<file path="src/pwfs_pkg.sv">
// Package for the protobuf wire field scanner: queue entry type, status and
// wire type codes, and sizing constants. No dependencies.
package pwfs_pkg;

   typedef logic [1:0] status_type;
   typedef logic [2:0] wire_kind_type;

   localparam status_type ST_OK        = 2'd0;
   localparam status_type ST_TOO_LONG  = 2'd1;
   localparam status_type ST_TRUNCATED = 2'd2;
   localparam status_type ST_BAD_TYPE  = 2'd3;

   localparam wire_kind_type WT_VARINT      = 3'd0;
   localparam wire_kind_type WT_FIXED64     = 3'd1;
   localparam wire_kind_type WT_LENGTH      = 3'd2;
   localparam wire_kind_type WT_GROUP_START = 3'd3;
   localparam wire_kind_type WT_GROUP_END   = 3'd4;
   localparam wire_kind_type WT_FIXED32     = 3'd5;

   localparam logic [3:0] MAX_VARINT_BYTES = 4'd10;
   localparam logic [63:0] FIXED64_BYTES = 64'd8;
   localparam logic [63:0] FIXED32_BYTES = 64'd4;

   localparam int QUEUE_DEPTH = 4;
   localparam int QPTR_W = $clog2(QUEUE_DEPTH);
   localparam int QCNT_W = $clog2(QUEUE_DEPTH + 1);

   typedef struct packed {
      logic [6:0] payload_bits;
      logic       cont;
      logic       last;
   } entry_type;

endpackage

</file>
<file path="src/pwfs_if.sv">
// Valid/ready channel interfaces for the byte input and the field result.
// Depends on pwfs_pkg.
interface pwfs_req_if;
   import pwfs_pkg::*;
   logic       valid;
   logic       ready;
   logic [7:0] in_byte;
   logic       last_in_buffer;
   modport source (output valid, output in_byte, output last_in_buffer, input ready);
   modport sink (input valid, input in_byte, input last_in_buffer, output ready);
endinterface

interface pwfs_rsp_if;
   import pwfs_pkg::*;
   logic          valid;
   logic          ready;
   logic [31:0]   field_number;
   wire_kind_type wire_kind;
   logic [63:0]   field_value;
   status_type    status;
   modport source (output valid, output field_number, output wire_kind,
                   output field_value, output status, input ready);
   modport sink (input valid, input field_number, input wire_kind,
                 input field_value, input status, output ready);
endinterface

</file>
<file path="src/pwfs_front.sv">
// Front stage: accepts input bytes and splits each into its seven data bits,
// continuation flag and end-of-buffer flag. Depends on pwfs_pkg, pwfs_if.
module pwfs_front (
   input  logic             clock,
   input  logic             reset,
   pwfs_req_if.sink         req_if,
   output logic             entry_valid,
   output pwfs_pkg::entry_type entry,
   input  logic             entry_ready
);
   import pwfs_pkg::*;

   logic      valid_ff;
   logic      valid_in;
   entry_type entry_ff;
   logic      take;

   assign req_if.ready = !valid_ff || entry_ready;
   assign take = req_if.valid && req_if.ready;
   assign valid_in = take || (valid_ff && !entry_ready);

   always_ff @(posedge clock) begin
      if (reset) begin
         valid_ff <= 1'b0;
      end else begin
         valid_ff <= valid_in;
      end
      if (take) begin
         entry_ff.payload_bits <= req_if.in_byte[6:0];
         entry_ff.cont <= req_if.in_byte[7];
         entry_ff.last <= req_if.last_in_buffer;
      end
   end

   assign entry_valid = valid_ff;
   assign entry = entry_ff;

endmodule

</file>
<file path="src/pwfs_queue.sv">
// Short flip-flop queue between the front stage and the field parser.
// Depends on pwfs_pkg.
module pwfs_queue (
   input  logic                clock,
   input  logic                reset,
   input  logic                push_valid,
   input  pwfs_pkg::entry_type push_entry,
   output logic                push_ready,
   output logic                pop_valid,
   output pwfs_pkg::entry_type pop_entry,
   input  logic                pop_ready
);
   import pwfs_pkg::*;

   entry_type             store_ff [QUEUE_DEPTH];
   logic [QPTR_W-1:0]     wr_ptr_ff;
   logic [QPTR_W-1:0]     rd_ptr_ff;
   logic [QCNT_W-1:0]     count_ff;
   logic                  push;
   logic                  pop;

   assign push_ready = count_ff != QCNT_W'(QUEUE_DEPTH);
   assign pop_valid = count_ff != '0;
   assign pop_entry = store_ff[rd_ptr_ff];
   assign push = push_valid && push_ready;
   assign pop = pop_valid && pop_ready;

   always_ff @(posedge clock) begin
      if (reset) begin
         wr_ptr_ff <= '0;
         rd_ptr_ff <= '0;
         count_ff <= '0;
      end else begin
         if (push) begin
            wr_ptr_ff <= wr_ptr_ff + 1'b1;
         end
         if (pop) begin
            rd_ptr_ff <= rd_ptr_ff + 1'b1;
         end
         if (push && !pop) begin
            count_ff <= count_ff + 1'b1;
         end else if (pop && !push) begin
            count_ff <= count_ff - 1'b1;
         end
      end
      if (push) begin
         store_ff[wr_ptr_ff] <= push_entry;
      end
   end

endmodule

</file>
<file path="src/pwfs_back.sv">
// Field parser: decodes keys, varints, lengths and skips payload bytes, and
// holds one result in an output register. Depends on pwfs_pkg, pwfs_if.
module pwfs_back (
   input  logic                clock,
   input  logic                reset,
   input  logic                entry_valid,
   input  pwfs_pkg::entry_type entry,
   output logic                entry_ready,
   pwfs_rsp_if.source          rsp_if
);
   import pwfs_pkg::*;

   typedef enum logic [2:0] {
      PH_KEY, PH_VALUE, PH_LENGTH, PH_PAYLOAD, PH_DRAIN
   } phase_type;

   phase_type     phase_ff, phase_in;
   logic [63:0]   acc_ff, acc_in;
   logic [3:0]    idx_ff, idx_in;
   logic [31:0]   held_num_ff, held_num_in;
   wire_kind_type held_type_ff, held_type_in;
   logic [63:0]   held_len_ff, held_len_in;
   logic [63:0]   remain_ff, remain_in;

   logic          rsp_valid_ff;
   logic [31:0]   rsp_num_ff;
   wire_kind_type rsp_type_ff;
   logic [63:0]   rsp_value_ff;
   status_type    rsp_status_ff;

   logic          step;
   logic          emit;
   logic          keyed;
   logic [63:0]   emit_value;
   status_type    emit_status;
   logic [6:0]    shamt;
   logic [63:0]   acc_new;
   logic [63:0]   rem_dec;

   assign step = entry_valid && (!rsp_valid_ff || rsp_if.ready);
   assign entry_ready = step;
   assign shamt = {idx_ff, 3'b000} - {3'b000, idx_ff};
   assign acc_new = acc_ff | (64'(entry.payload_bits) << shamt);
   assign rem_dec = remain_ff - 64'd1;

   always_comb begin
      phase_in = phase_ff;
      acc_in = acc_ff;
      idx_in = idx_ff;
      held_num_in = held_num_ff;
      held_type_in = held_type_ff;
      held_len_in = held_len_ff;
      remain_in = remain_ff;
      emit = 1'b0;
      keyed = 1'b1;
      emit_value = '0;
      emit_status = ST_OK;
      case (phase_ff)
         PH_DRAIN: begin
            if (entry.last) begin
               phase_in = PH_KEY;
            end
         end
         PH_PAYLOAD: begin
            remain_in = rem_dec;
            if (rem_dec == '0) begin
               emit = 1'b1;
               emit_value = (held_type_ff == WT_LENGTH) ? held_len_ff : '0;
               phase_in = PH_KEY;
            end else if (entry.last) begin
               emit = 1'b1;
               emit_status = ST_TRUNCATED;
               remain_in = '0;
               phase_in = PH_KEY;
            end
         end
         default: begin
            keyed = phase_ff != PH_KEY;
            if (idx_ff >= MAX_VARINT_BYTES) begin
               emit = 1'b1;
               emit_status = ST_TOO_LONG;
               acc_in = '0;
               idx_in = '0;
               remain_in = '0;
               phase_in = entry.last ? PH_KEY : PH_DRAIN;
            end else if (entry.cont) begin
               if (entry.last) begin
                  emit = 1'b1;
                  emit_status = ST_TRUNCATED;
                  acc_in = '0;
                  idx_in = '0;
                  remain_in = '0;
                  phase_in = PH_KEY;
               end else begin
                  acc_in = acc_new;
                  idx_in = idx_ff + 4'd1;
               end
            end else begin
               acc_in = '0;
               idx_in = '0;
               if (phase_ff == PH_KEY) begin
                  keyed = 1'b1;
                  held_num_in = acc_new[34:3];
                  held_type_in = acc_new[2:0];
                  held_len_in = '0;
                  case (acc_new[2:0])
                     WT_VARINT: phase_in = PH_VALUE;
                     WT_LENGTH: phase_in = PH_LENGTH;
                     WT_FIXED64: begin
                        remain_in = FIXED64_BYTES;
                        phase_in = PH_PAYLOAD;
                     end
                     WT_FIXED32: begin
                        remain_in = FIXED32_BYTES;
                        phase_in = PH_PAYLOAD;
                     end
                     WT_GROUP_START, WT_GROUP_END: begin
                        emit = 1'b1;
                        phase_in = PH_KEY;
                     end
                     default: begin
                        emit = 1'b1;
                        emit_status = ST_BAD_TYPE;
                        remain_in = '0;
                        phase_in = entry.last ? PH_KEY : PH_DRAIN;
                     end
                  endcase
                  if (!emit && entry.last) begin
                     emit = 1'b1;
                     emit_status = ST_TRUNCATED;
                     remain_in = '0;
                     phase_in = PH_KEY;
                  end
               end else if (phase_ff == PH_VALUE) begin
                  emit = 1'b1;
                  emit_value = acc_new;
                  phase_in = PH_KEY;
               end else begin
                  held_len_in = acc_new;
                  if (acc_new == '0) begin
                     emit = 1'b1;
                     phase_in = PH_KEY;
                  end else if (entry.last) begin
                     emit = 1'b1;
                     emit_status = ST_TRUNCATED;
                     remain_in = '0;
                     phase_in = PH_KEY;
                  end else begin
                     remain_in = acc_new;
                     phase_in = PH_PAYLOAD;
                  end
               end
            end
         end
      endcase
   end

   always_ff @(posedge clock) begin
      if (reset) begin
         phase_ff <= PH_KEY;
         acc_ff <= '0;
         idx_ff <= '0;
         held_num_ff <= '0;
         held_type_ff <= '0;
         held_len_ff <= '0;
         remain_ff <= '0;
         rsp_valid_ff <= 1'b0;
      end else begin
         if (step) begin
            phase_ff <= phase_in;
            acc_ff <= acc_in;
            idx_ff <= idx_in;
            held_num_ff <= held_num_in;
            held_type_ff <= held_type_in;
            held_len_ff <= held_len_in;
            remain_ff <= remain_in;
         end
         if (step && emit) begin
            rsp_valid_ff <= 1'b1;
         end else if (rsp_if.ready) begin
            rsp_valid_ff <= 1'b0;
         end
      end
      if (step && emit) begin
         rsp_num_ff <= keyed ? held_num_in : '0;
         rsp_type_ff <= keyed ? held_type_in : '0;
         rsp_value_ff <= emit_value;
         rsp_status_ff <= emit_status;
      end
   end

   assign rsp_if.valid = rsp_valid_ff;
   assign rsp_if.field_number = rsp_num_ff;
   assign rsp_if.wire_kind = rsp_type_ff;
   assign rsp_if.field_value = rsp_value_ff;
   assign rsp_if.status = rsp_status_ff;

   a_idx_bound: assert property (@(posedge clock) disable iff (reset)
      idx_ff <= MAX_VARINT_BYTES)
      else $error("Varint byte index ran past the limit.");

   a_payload_nonzero: assert property (@(posedge clock) disable iff (reset)
      phase_ff == PH_PAYLOAD |-> remain_ff != '0)
      else $error("Payload phase entered with nothing left to skip.");

   a_error_drains: assert property (@(posedge clock) disable iff (reset)
      step && emit && emit_status != ST_OK && emit_status != ST_TRUNCATED && !entry.last
      |=> phase_ff == PH_DRAIN)
      else $error("An error before the end of the buffer did not start draining.");

   a_stall_waits: assert property (@(posedge clock) disable iff (reset)
      rsp_valid_ff && !rsp_if.ready |-> !step)
      else $error("Parser advanced while a result was still waiting.");

endmodule

</file>
<file path="src/protobuf_wire_field_scanner_top.sv">
// Top level of the protobuf wire-format field scanner.
// Depends on pwfs_pkg, pwfs_if, pwfs_front, pwfs_queue and pwfs_back.
//
// Bytes of an encoded buffer enter on req_if, one per word, with
// last_in_buffer set on the final byte. Each completed field, and each
// parse error, leaves on rsp_if as one word carrying the field number,
// wire type, varint value or length, and a status code. Bytes that do not
// finish a field give no word.
// A byte passes an input register, a four-entry queue and the parser; its
// result is then held in the parser's output register.
// The scanner takes one byte per cycle; the parser handles one byte per
// cycle, so throughput is one byte per cycle while rsp_if.ready is high.
// When the receiver stalls, the result register holds its word, the parser
// waits, and the queue and input register absorb up to five more bytes before req_if.ready
// drops. Reset clears all parse state; the scanner then awaits a key.
// After an error, the rest of that buffer is skipped without results.
module protobuf_wire_field_scanner_top (
   input  logic        clock,
   input  logic        reset,
   pwfs_req_if.sink    req_if,
   pwfs_rsp_if.source  rsp_if
);
   import pwfs_pkg::*;

   logic      front_valid;
   entry_type front_entry;
   logic      front_ready;
   logic      queue_valid;
   entry_type queue_entry;
   logic      queue_ready;

   pwfs_front u_front (
      .clock       (clock),
      .reset       (reset),
      .req_if      (req_if),
      .entry_valid (front_valid),
      .entry       (front_entry),
      .entry_ready (front_ready)
   );

   pwfs_queue u_queue (
      .clock      (clock),
      .reset      (reset),
      .push_valid (front_valid),
      .push_entry (front_entry),
      .push_ready (front_ready),
      .pop_valid  (queue_valid),
      .pop_entry  (queue_entry),
      .pop_ready  (queue_ready)
   );

   pwfs_back u_back (
      .clock       (clock),
      .reset       (reset),
      .entry_valid (queue_valid),
      .entry       (queue_entry),
      .entry_ready (queue_ready),
      .rsp_if      (rsp_if)
   );

endmodule

</file>
<file path="src/flat_wrapper.sv">
// flat-port wrapper written by rule: the top's interface ports become plain ports
module protobuf_wire_field_scanner_top_flat import pwfs_pkg::*;
  (clock, reset, req_if_valid, req_if_in_byte, req_if_last_in_buffer, req_if_ready, rsp_if_valid, rsp_if_field_number, rsp_if_wire_kind, rsp_if_field_value, rsp_if_status, rsp_if_ready);
  pwfs_req_if req_if_i ();
  pwfs_rsp_if rsp_if_i ();
  input  logic clock;
  input  logic reset;
  input wire logic [$bits(req_if_i.valid)-1:0] req_if_valid;
  input wire logic [$bits(req_if_i.in_byte)-1:0] req_if_in_byte;
  input wire logic [$bits(req_if_i.last_in_buffer)-1:0] req_if_last_in_buffer;
  output wire logic [$bits(req_if_i.ready)-1:0] req_if_ready;
  output wire logic [$bits(rsp_if_i.valid)-1:0] rsp_if_valid;
  output wire logic [$bits(rsp_if_i.field_number)-1:0] rsp_if_field_number;
  output wire logic [$bits(rsp_if_i.wire_kind)-1:0] rsp_if_wire_kind;
  output wire logic [$bits(rsp_if_i.field_value)-1:0] rsp_if_field_value;
  output wire logic [$bits(rsp_if_i.status)-1:0] rsp_if_status;
  input wire logic [$bits(rsp_if_i.ready)-1:0] rsp_if_ready;
  assign req_if_i.valid = req_if_valid;
  assign req_if_i.in_byte = req_if_in_byte;
  assign req_if_i.last_in_buffer = req_if_last_in_buffer;
  assign req_if_ready = req_if_i.ready;
  assign rsp_if_valid = rsp_if_i.valid;
  assign rsp_if_field_number = rsp_if_i.field_number;
  assign rsp_if_wire_kind = rsp_if_i.wire_kind;
  assign rsp_if_field_value = rsp_if_i.field_value;
  assign rsp_if_status = rsp_if_i.status;
  assign rsp_if_i.ready = rsp_if_ready;
  protobuf_wire_field_scanner_top u_core (.clock(clock), .reset(reset), .req_if(req_if_i), .rsp_if(rsp_if_i));
endmodule
</file>
<file path="config.mk">
export PLATFORM = sky130hd
export DESIGN_NAME = protobuf_wire_field_scanner_top_flat
export DESIGN_NICKNAME = d
export VERILOG_FILES = /design/src/pwfs_pkg.sv /design/src/pwfs_if.sv /design/src/pwfs_front.sv /design/src/pwfs_queue.sv /design/src/pwfs_back.sv /design/src/protobuf_wire_field_scanner_top.sv /design/src/flat_wrapper.sv
export SDC_FILE = /design/constraint.sdc
export NUM_CORES = 1
export LEC_CHECK = 0
export BUFFER_PORTS_ARGS = -buffer_cell sky130_fd_sc_hd__buf_2
export CAP_MARGIN = 20
export CORE_MARGIN = 2
export CORE_UTILIZATION = 55
export DETAILED_ROUTE_END_ITERATION = 8
export PLACE_DENSITY_LB_ADDON = 0.3
export SETUP_SLACK_MARGIN = 0.15
export SLEW_MARGIN = 5
export SYNTH_ARGS = -nofsm -noshare
export SYNTH_HDL_FRONTEND = slang
export SYNTH_HIERARCHICAL = 1
export SYNTH_SLANG_ARGS = --single-unit
</file>
<file path="constraint.sdc">
create_clock -name clock -period 11.65 [get_ports clock]
set_input_delay 1.165 -clock clock [delete_from_list [all_inputs] [get_ports clock]]
set_output_delay 1.165 -clock clock [all_outputs]
set_load 0.05 [all_outputs]
</file>
### Word-level counts from Yosys, hierarchy flattened

Memory sizes are Yosys's and may differ from the RTL's. A register that Yosys moved wholly into a read port is not among the register bits.
Index checks and enable logic that the tools add are counted.

* bits in registers: 353
* bits in writable memories: 36
* input bits: 13
* word-level logic and storage cells: 166
* memories: 1

* add/sub/neg operators: 7
* order comparisons: 1
* equal/unequal tests: 15
* shift-type cells: 1
* muxes and demuxes: 82
* bitwise logic cells: 5
* reduce and logical (&&, ||, !) cells: 35

Memory list
* u_core.u_queue.store_ff: depth 4, width 9, read ports 1, clocked after Yosys merged registers in 1, write ports 1, line pwfs_queue.sv:15 `entry_type store_ff [QUEUE_DEPTH];`

Operators with widths (count)
* two-way mux 64 bit: 20
* one-hot mux 64 bit (2 select lines): 2
* one-hot mux 64 bit (3 select lines): 1
* logical NOT 64 bit: 2
* two-way mux 32 bit: 4
* bitwise OR 64 bit: 1
* << shifter 7 x 7 -> 64 bit: 1
* subtractor 64 x 1 -> 64 bit, second input constant: 1
* two-way mux 3 bit: 13
* two-way mux 2 bit: 14
* two-way mux 1 bit: 21
* equality test 3 x 2 -> 1 bit, second input constant: 4
* two-way mux 4 bit: 3
* one-hot mux 3 bit (4 select lines): 1
* != test 5 x 3 -> 1 bit, second input constant: 2
* equality test 3 bit, second input constant: 3
* logical AND 1 bit: 9
* OR reduction 4 bit: 2
* subtractor 7 x 4 -> 7 bit: 1
* equality test 3 x 1 -> 1 bit, second input constant: 2
* logical NOT 1 bit: 6
* logical NOT 3 bit: 2
* != test 6 x 3 -> 1 bit, second input constant: 1
* one-hot mux 3 bit (2 select lines): 1
* 19 further kinds: 29

### Logic depth before layout (Yosys ltp)

Gate-level depths: netlist of run 1.

* depth in word-level cells: 19
* gate-level depth with buffers: 18
* depth with buffers taken out: 12

### By module

The synthesis of run 1 kept the hierarchy.

Modules (own cells, without submodules)
* pwfs_back: times used 1, cells an instance 2022, area each 17224.0 µm²
* pwfs_queue: times used 1, cells an instance 95, area each 1780.5 µm²
* pwfs_front: times used 1, cells an instance 14, area each 325.3 µm²

### Worst setup path before layout of run 1

OpenSTA, ideal clock, no wires.

* kind: reg-to-reg
* start point: register u_core.u_back.idx_ff[1]
* end point: register u_core.u_back.rsp_num_ff[0] (netlist: u_core/u_back/rsp_if.field_number[0]) (enable)
* setup time: 0.685 ns
* arrival time: 10.739 ns
* slack: 0.225 ns
* stages on the path, launching flop included: 16
* period minus slack after synthesis: 11.425 ns
* cell sequence: dfxtp_1 clkbuf_1 clkinv_1 ha_1 clkbuf_1 buf_2 mux2i_1 inv_1 mux4_2 a31oi_1 and3_1 nand4b_1 nor4b_2 a21oi_1 o31a_1 nor3_1

* word-level cells in the longest chain between the ends: 18
* elaborated cells between the ends (all ways): 25

RTL lines
* start: declaration: line pwfs_back.sv:19 `logic [3:0] idx_ff, idx_in;`
* start signal: assignment: line pwfs_back.sv:172 `idx_ff <= idx_in;`
* subtractor 7 x 4 -> 7 bit: line pwfs_back.sv:42 `assign shamt = {idx_ff, 3'b000} - {3'b000, idx_ff};`
* << shifter 7 x 7 -> 64 bit: line pwfs_back.sv:43 `assign acc_new = acc_ff | (64'(entry.payload_bits) << shamt);`
* bitwise OR 64 bit: line pwfs_back.sv:43
* equality test 3 bit (tied with other cells): line pwfs_back.sv:106 `case (acc_new[2:0])`
* OR reduction 4 bit (no source line)
* two-way mux 1 bit: line pwfs_back.sv:106
* two-way mux 1 bit: line pwfs_back.sv:101 `if (phase_ff == PH_KEY) begin`
* two-way mux 1 bit: line pwfs_back.sv:86 `end else if (entry.cont) begin`
* [2 not listed]
* logical NOT 1 bit: line pwfs_back.sv:128 `if (!emit && entry.last) begin`
* logical AND 1 bit: line pwfs_back.sv:128
* two-way mux 1 bit: line pwfs_back.sv:128
* two-way mux 1 bit: line pwfs_back.sv:101
* two-way mux 1 bit: line pwfs_back.sv:86
* two-way mux 1 bit (*): line pwfs_back.sv:79 `if (idx_ff >= MAX_VARINT_BYTES) begin`
* one-hot mux 1 bit (2 select lines) (*): line pwfs_back.sv:58 `case (phase_ff)`
* logical AND 1 bit (*): line pwfs_back.sv:184 `if (step && emit) begin`
* end signal: assignment: line pwfs_back.sv:185 `rsp_num_ff <= keyed ? held_num_in : '0;`
* end: declaration: line pwfs_back.sv:26 `logic [31:0] rsp_num_ff;`

Mark *: on every way between the ends. The rest lies on a longest branch, timed or not. The select of a mux whose other input is x is not followed.
A chain may end at the register's enable or synchronous reset.

### Final worst setup path of run 1

* start point: register u_core.u_back.idx_ff[1]
* end point: register u_core.u_back.rsp_num_ff[18] (netlist: u_core/u_back/rsp_if.field_number[18]) (enable)

The elaborated chain is that of the path after synthesis.

==> results.json, run 1 <==
{
  "rrSetupSlack_ps": 4650,
  "ys_warn_count": 6,
  "die-area_sq_mm": 0.03666,
  "r2r-end": "u_core/u_back/rsp_if.field_number[18]",
  "diodes": 0,
  "p_per_area_mw_per_mm2": 337.4,
  "worst-r2r-cell-count": 14,
  "holdBufCountCts": 0,
  "synth-seq-area-share_pct": 48.05,
  "ys_types": 99,
  "vias": 17440,
  "power_w": 0.007270,
  "startpoint": "u_core/u_back/idx_ff[1]",
  "p_leak_nw": 7.664,
  "fin_util_pct": 62.38,
  "ant_nets": 0,
  "floorplan.initialDensity_pct": 55.96,
  "setup_violations": 0,
  "global_route.usage.met1_pct": 47.69,
  "cts_inserted_buffers": 40,
  "rows": 68,
  "first_pass_iters": 6,
  "rsz0062_at_grt": "no",
  "fmax_mhz": 142.8,
  "portBuffers": 115,
  "instances_no_fill": 2657,
  "yosysMostFrequentCell": "nor2_1",
  "min_period_ps": 7003,
  "skew_ps": 25.65,
  "hold_path_end": "u_core/u_back/acc_ff[1]",
  "die_h_microns": 191.5,
  "status": "finished clean",
  "fin_nets": 2195,
  "syn_area_per_cell_sq_um": 9.071,
  "reg2reg_from": "u_core/u_back/idx_ff[1]",
  "synth_ff_type": "dfxtp_1",
  "synth-edff-count": 146,
  "drt-wirelength-per-cell_microns": 23.86,
  "hold_depth": 2,
  "gp_congestion": 1.018,
  "whs_ps": 473.9,
  "path_class": "reg -> reg",
  "core-area_sq_mm": 0.03454,
  "worstMarginPinSlew_ps": 1224,
  "cts_setup_buffers": 0,
  "grt_antenna_before_repair": 2,
  "avgViaCountPerCell": 6.563,
  "crit_fanout": 80,
  "area_delta_synth_final_pct": 11.48,
  "synth.area.top_cells": "dfxtp_1 (25%), edfxtp_1 (23%), nor2_1 (7.4%)",
  "cp_data_required_time_ps": 11830,
  "drv_slew": 0,
  "synth_top_area_share_pct": 25.37,
  "gr-usage-met3_pct": 6.095,
  "slew_headroom_pct": 18.42,
  "grt_max_degree": 112,
  "drc": 0,
  "synth_top_cell_by_area": "dfxtp_1",
  "hp-start": "u_core/u_back/acc_ff[1]",
  "synth_area_sq_mm": 0.01933,
  "cts_tree": "yes",
  "regArea_sq_mm": 0.009289,
  "htreeDepth": 2,
  "dpl.cell_count": 2581,
  "dp.final_hpwl_microns": 43420,
  "period_share_pct": 60.11,
  "cts-root-buf": "clkbuf_16",
  "crit_arrival_ps": 7190,
  "end_kind": "flip-flop",
  "postCtsResizedCells": 0,
  "synthAdderAreaFrac_pct": 0.8156,
  "async_reset_ff_share_pct": 0,
  "drive_gt1_share_pct": 13.90,
  "synth_compound_area_share_pct": 20.20,
  "grt_use_total_pct": 34.40,
  "vdd.ir_drop.worst_mv": 0.2170,
  "synthXorXnorAreaFrac_pct": 1.353,
  "clk_pin_slew_ps": 60,
  "fin_tns_setup_ps": 0,
  "grt_pass1_vias": 15620,
  "synth_nets": 2156,
  "yosys.area_share.simple_pct": 22.41,
  "grt_pass1_wl_microns": 95650,
  "gr-usage-met2_pct": 51.06,
  "hold_violations": 0,
  "ioPinCount": 116,
  "maxCapViolations": 0,
  "crit_path_start_kind": "flip-flop",
  "synth-seq-cells": 391,
  "gr-max-usage-layer": "met2",
  "multi_input_area_sq_mm": 0.009255,
  "muxShareOfSynthArea_pct": 2.842,
  "syn_inst": 2131,
  "synth_top_family_by_area": "simple AND/OR/NAND/NOR gates",
  "drt_iter0_drc": 2569,
  "clock_latency_ps": 580,
  "overflow": 0,
  "synth_common_cells": "nor2_1 (380), dfxtp_1 (245), a21oi_1 (207)",
  "clock-sinks": 391,
  "nFillCells": 2951,
  "wirelength_microns": 63400,
  "ctsLongestPathBuffers": 3,
  "hold_path_class": "reg -> reg",
  "die_w_microns": 191.5
}
[layout by cell type (no fill, tap or decap), drive strengths merged, types with 11 or more instances in the layout]
cell type  instances
a211oi            89
a21oi            208
a22oi             16
a31oi             24
and2              12
buf              156
clkbuf            56
dfxtp            245
edfxtp           146
ha                11
inv               39
mux2i             14
mux4              15
nand2            131
nand2b            62
nand3             27
nand4             24
nor2             382
nor2b             14
nor3              80
nor4              36
o21ai            104
o32a              16
o32ai             52
or3               31
or4               15
xnor2             16
xor2              13
[where the power goes]
part | switching [W] | internal, W | total, W | leakage (nW)
sequential | 0.000138 | 0.00177 | 0.00191 | 3.37
clock | 0.000556 | 0.000818 | 0.00137 | 0.681
combinational | 0.00291 | 0.00108 | 0.00399 | 3.61
total | 0.00360 | 0.00367 | 0.00727 | 7.66
[metrics by stage]
| stage | area, sq um | setup slack, ps |
|---|---|---|
| finish | 21550 | 4647 |
| detailed placement | 20130 | 4813 |
| global placement | 20110 | 5001 |
| floorplan | 19330 | 225.2 |
| global route | 21550 | 4211 |
| CTS | 21530 | 4762 |
[layer usage]
| layer | routed length [microns] | part of all wire, % |
|---|---|---|
| met5 | 12 | 0.019 |
| met4 | 3605 | 5.7 |
| met3 | 6229 | 9.8 |
| met2 | 27640 | 44 |
| met1 | 25910 | 41 |
[worst max path at each step]
stage | to | slack (ps) | cells after the start
after floorplan | u_core/u_back/rsp_if.field_number[0] | 230 | 15
after global placement | u_core/u_back/rsp_if.field_value[11] | 5000 | 14
after detailed placement | u_core/u_back/rsp_if.field_value[45] | 4810 | 14
after CTS | u_core/u_back/rsp_if.field_number[18] | 4760 | 14
after global routing | u_core/u_back/rsp_if.field_number[26] | 4210 | 14
final | u_core/u_back/rsp_if.field_number[18] | 4650 | 14
[state kept, by name (all words and copies together) (netlist names), named ones only]
signal	flops
u_core/u_back/rsp_if.valid	1
u_core/u_queue/wr_ptr_ff	2
u_core/u_back/rsp_if.field_value	64
u_core/u_queue/rd_ptr_ff	2
u_core/u_queue/count_ff	3
u_core/u_queue/store_ff	36
u_core/u_back/remain_ff	64
u_core/u_back/rsp_if.status	2
u_core/u_back/phase_ff	3
u_core/u_back/held_len_ff	64
u_core/u_back/held_type_ff	3
u_core/u_back/rsp_if.field_number	32
u_core/u_back/rsp_if.wire_kind	3
u_core/u_back/held_num_ff	32
u_core/u_back/idx_ff	4
u_core/u_front/entry	9
u_core/u_front/entry_valid	1
u_core/u_back/acc_ff	64
[worst max-delay path: stages, from the launching register on]
cell and delay (ps):
dfxtp_1 750, clkinv_1 460, ha_1 820, mux4_2 400, and2_0 330, o2bb2ai_1 320, a21oi_1 670, nand4_1 170
or3_1 370, nor4_2 450, a21oi_1 170, o31a_1 310, nor3_2 190, buf_4 350, buf_4 800
[cell families (layout without fill, tap and decap cells)]
family / count (synthesis) / after routing
DFF: 391 / 391
AOI/OAI and AO/OA: 600 / 600
xor gates and xnor gates: 29 / 29
muxes: 35 / 35
buffers and inverters: 196 / 267
and+or+nand+nor: 868 / 868
adders and majority gates: 12 / 12
[cell type report]
cell class | instances | share of cell area, %
Clock buffer | 56 | 5.249
Clock inverter | 18 | 1.277
Inverter | 37 | 0.6445
Multi-Input combinational cell | 1544 | 42.95
Sequential cell | 391 | 43.11
Tap cell | 455 | 2.642
Timing Repair Buffer | 156 | 4.128
Power figures use the tool's default switching activity.
==> inputs of run 2 (changes only) <==
==> constraint.sdc (replaced) <==
create_clock -name clock -period 5.9 [get_ports clock]
set_input_delay 0.59 -clock clock [delete_from_list [all_inputs] [get_ports clock]]
set_output_delay 0.59 -clock clock [all_outputs]
set_load 0.05 [all_outputs]
==> run 2 against run 1 <==
  * Global-route usage is 0.43 points higher
  * Routed wire length is 0.93% higher
  * Highest routed layer is now met4
  * Largest power group unchanged
  * Clock skew is 9.0 ps higher
==> results.json, run 2 (same netlist as run 1, synthesis figures left out) <==
{
  "r2r-end": "u_core/u_back/rsp_if.field_number[9]",
  "avgViaCountPerCell": 6.581,
  "status": "finished clean",
  "power_w": 0.01470,
  "worstMarginPinSlew_ps": 1263,
  "mostFrequentLayoutCell": "nor2_1",
  "rsz0062_at_grt": "no",
  "skew_ps": 34.64,
  "crit_fanout": 38,
  "hold_path_class": "in -> reg",
  "grt_pass1_vias": 16120,
  "critPathBufInv": 3,
  "cp-endpoint": "u_core/u_back/rsp_if.field_number[9]",
  "grt_use_total_pct": 34.82,
  "drt_iter0_drc": 2516,
  "core-area_sq_mm": 0.03454,
  "area_delta_synth_final_pct": 13.55,
  "cp_data_required_time_ps": 6150,
  "crit_family": "compound AO/OA/AOI/OAI gates",
  "maxCapViolations": 0,
  "holdBufCountCts": 0,
  "die_h_microns": 191.5,
  "cts_setup_buffers": 0,
  "grt_antenna_before_repair": 0,
  "portBuffers": 115,
  "fin_util_pct": 63.54,
  "die-area_sq_mm": 0.03666,
  "hold_violations": 0,
  "min_period_ps": 5185,
  "setup_violations": 0,
  "vias": 17650,
  "overflow": 0,
  "floorplan.initialDensity_pct": 55.96,
  "drc": 0,
  "p_leak_nw": 7.822,
  "path_depth": 14,
  "dp.final_hpwl_microns": 44170,
  "drv_slew": 0,
  "worst-r2r-cell-count": 14,
  "end_kind": "flip-flop",
  "drive_gt1_share_pct": 15.94,
  "drt-wirelength-per-cell_microns": 23.86,
  "slew_headroom_pct": 15.78,
  "ctsLongestPathBuffers": 3,
  "p_per_area_mw_per_mm2": 669.5,
  "fmax_mhz": 192.9,
  "mostFrequentLayoutCells": "nor2_1 (378), dfxtp_1 (244), a21oi_1 (200), edfxtp_1 (146), nand2_1 (129)",
  "wirelength_microns": 63990,
  "gp_congestion": 1.010,
  "whs_ps": 179.8,
  "diodes": 0,
  "grt_pass1_wl_microns": 96660,
  "postCtsResizedCells": 0,
  "instances_no_fill": 2682,
  "cts_inserted_buffers": 41,
  "crit_path_start_kind": "flip-flop",
  "die_w_microns": 191.5,
  "nFillCells": 2863,
  "startpoint": "u_core/u_back/idx_ff[0]",
  "htreeDepth": 2,
  "hold_depth": 1,
  "clock_latency_ps": 590,
  "crit_slowest_cell": "ha_1",
  "ant_nets": 0,
  "reg2reg_from": "u_core/u_back/idx_ff[0]",
  "first_pass_iters": 6,
  "crit_arrival_ps": 5430,
  "rrSetupSlack_ps": 710,
  "clk_pin_slew_ps": 70,
  "critPathMostFrequentCell": "buf_12",
  "fin_nets": 2219,
  "cts_tree": "yes",
  "grt_max_degree": 195,
  "slowest_delay_ps": 600,
  "path_class": "reg -> reg",
  "dpl.cell_count": 2606,
  "cp_cell_sequence": "inv_2 > ha_1 > xor2_4 > mux2i_1 > o211ai_1 > o21ai_1 > a2111oi_2 > nand3b_1 > nor4b_4 > a21oi_1 > o31a_1 > nor3_4 > buf_12 > buf_12",
  "ioPinCount": 116,
  "vdd.ir_drop.worst_mv": 0.3873,
  "period_share_pct": 87.89,
  "clock-sinks": 391,
  "rows": 68,
  "cts-root-buf": "clkbuf_16"
}
==> run 2: layer usage <==
metal,vias to the layer above,GRT usage (%),part of all wire (%)
met3,179,6.444,11
li1,7977,-,-
met4,0,19.38,5.8
met1,8395,47.42,40
met2,1099,52.32,44
met5,-,0,0
==> run 2: worst min path at each step <==
stage / endpoint / start / slack (ps)
finish: u_core/u_front/entry[5] / req_if_in_byte[3] / 180
CTS: u_core/u_front/entry[3] / req_if_in_byte[1] / 160
floorplan: u_core/u_back/acc_ff[1] / u_core/u_back/acc_ff[1] / 440
global placement: u_core/u_back/acc_ff[1] / u_core/u_back/acc_ff[1] / 450
global route: u_core/u_front/entry[6] / req_if_in_byte[4] / 170
detailed placement: u_core/u_back/acc_ff[1] / u_core/u_back/acc_ff[1] / 450
==> run 2: layout make-up <==
class,instances,area (sq um),share of cell area [%]
inverters,37,143.9,0.6555
repair buffers,179,1137,5.182
multi-input cells,1544,9443,43.02
clock buffers,52,1107,5.045
flip-flops and latches,391,9290,42.32
well taps,455,569.3,2.594
clock inverters,24,259.0,1.180
==> run 2: power breakdown <==
group,leakage [nW],internal (W),switching [W]
clock network,0.656,0.00148,0.00113
logic,3.80,0.00238,0.00594
registers,3.37,0.00349,0.000272
total,7.82,0.00735,0.00734
==> run 2: metrics by stage <==
stage,setup TNS [ps],setup slack [ps],area [sq um]
global route,0,412.4,21950
detailed placement,0,835.5,20580
floorplan,-12770,-126.4,19580
finish,0,714.7,21950
CTS,0,773.6,21950
global placement,0,932.9,20580
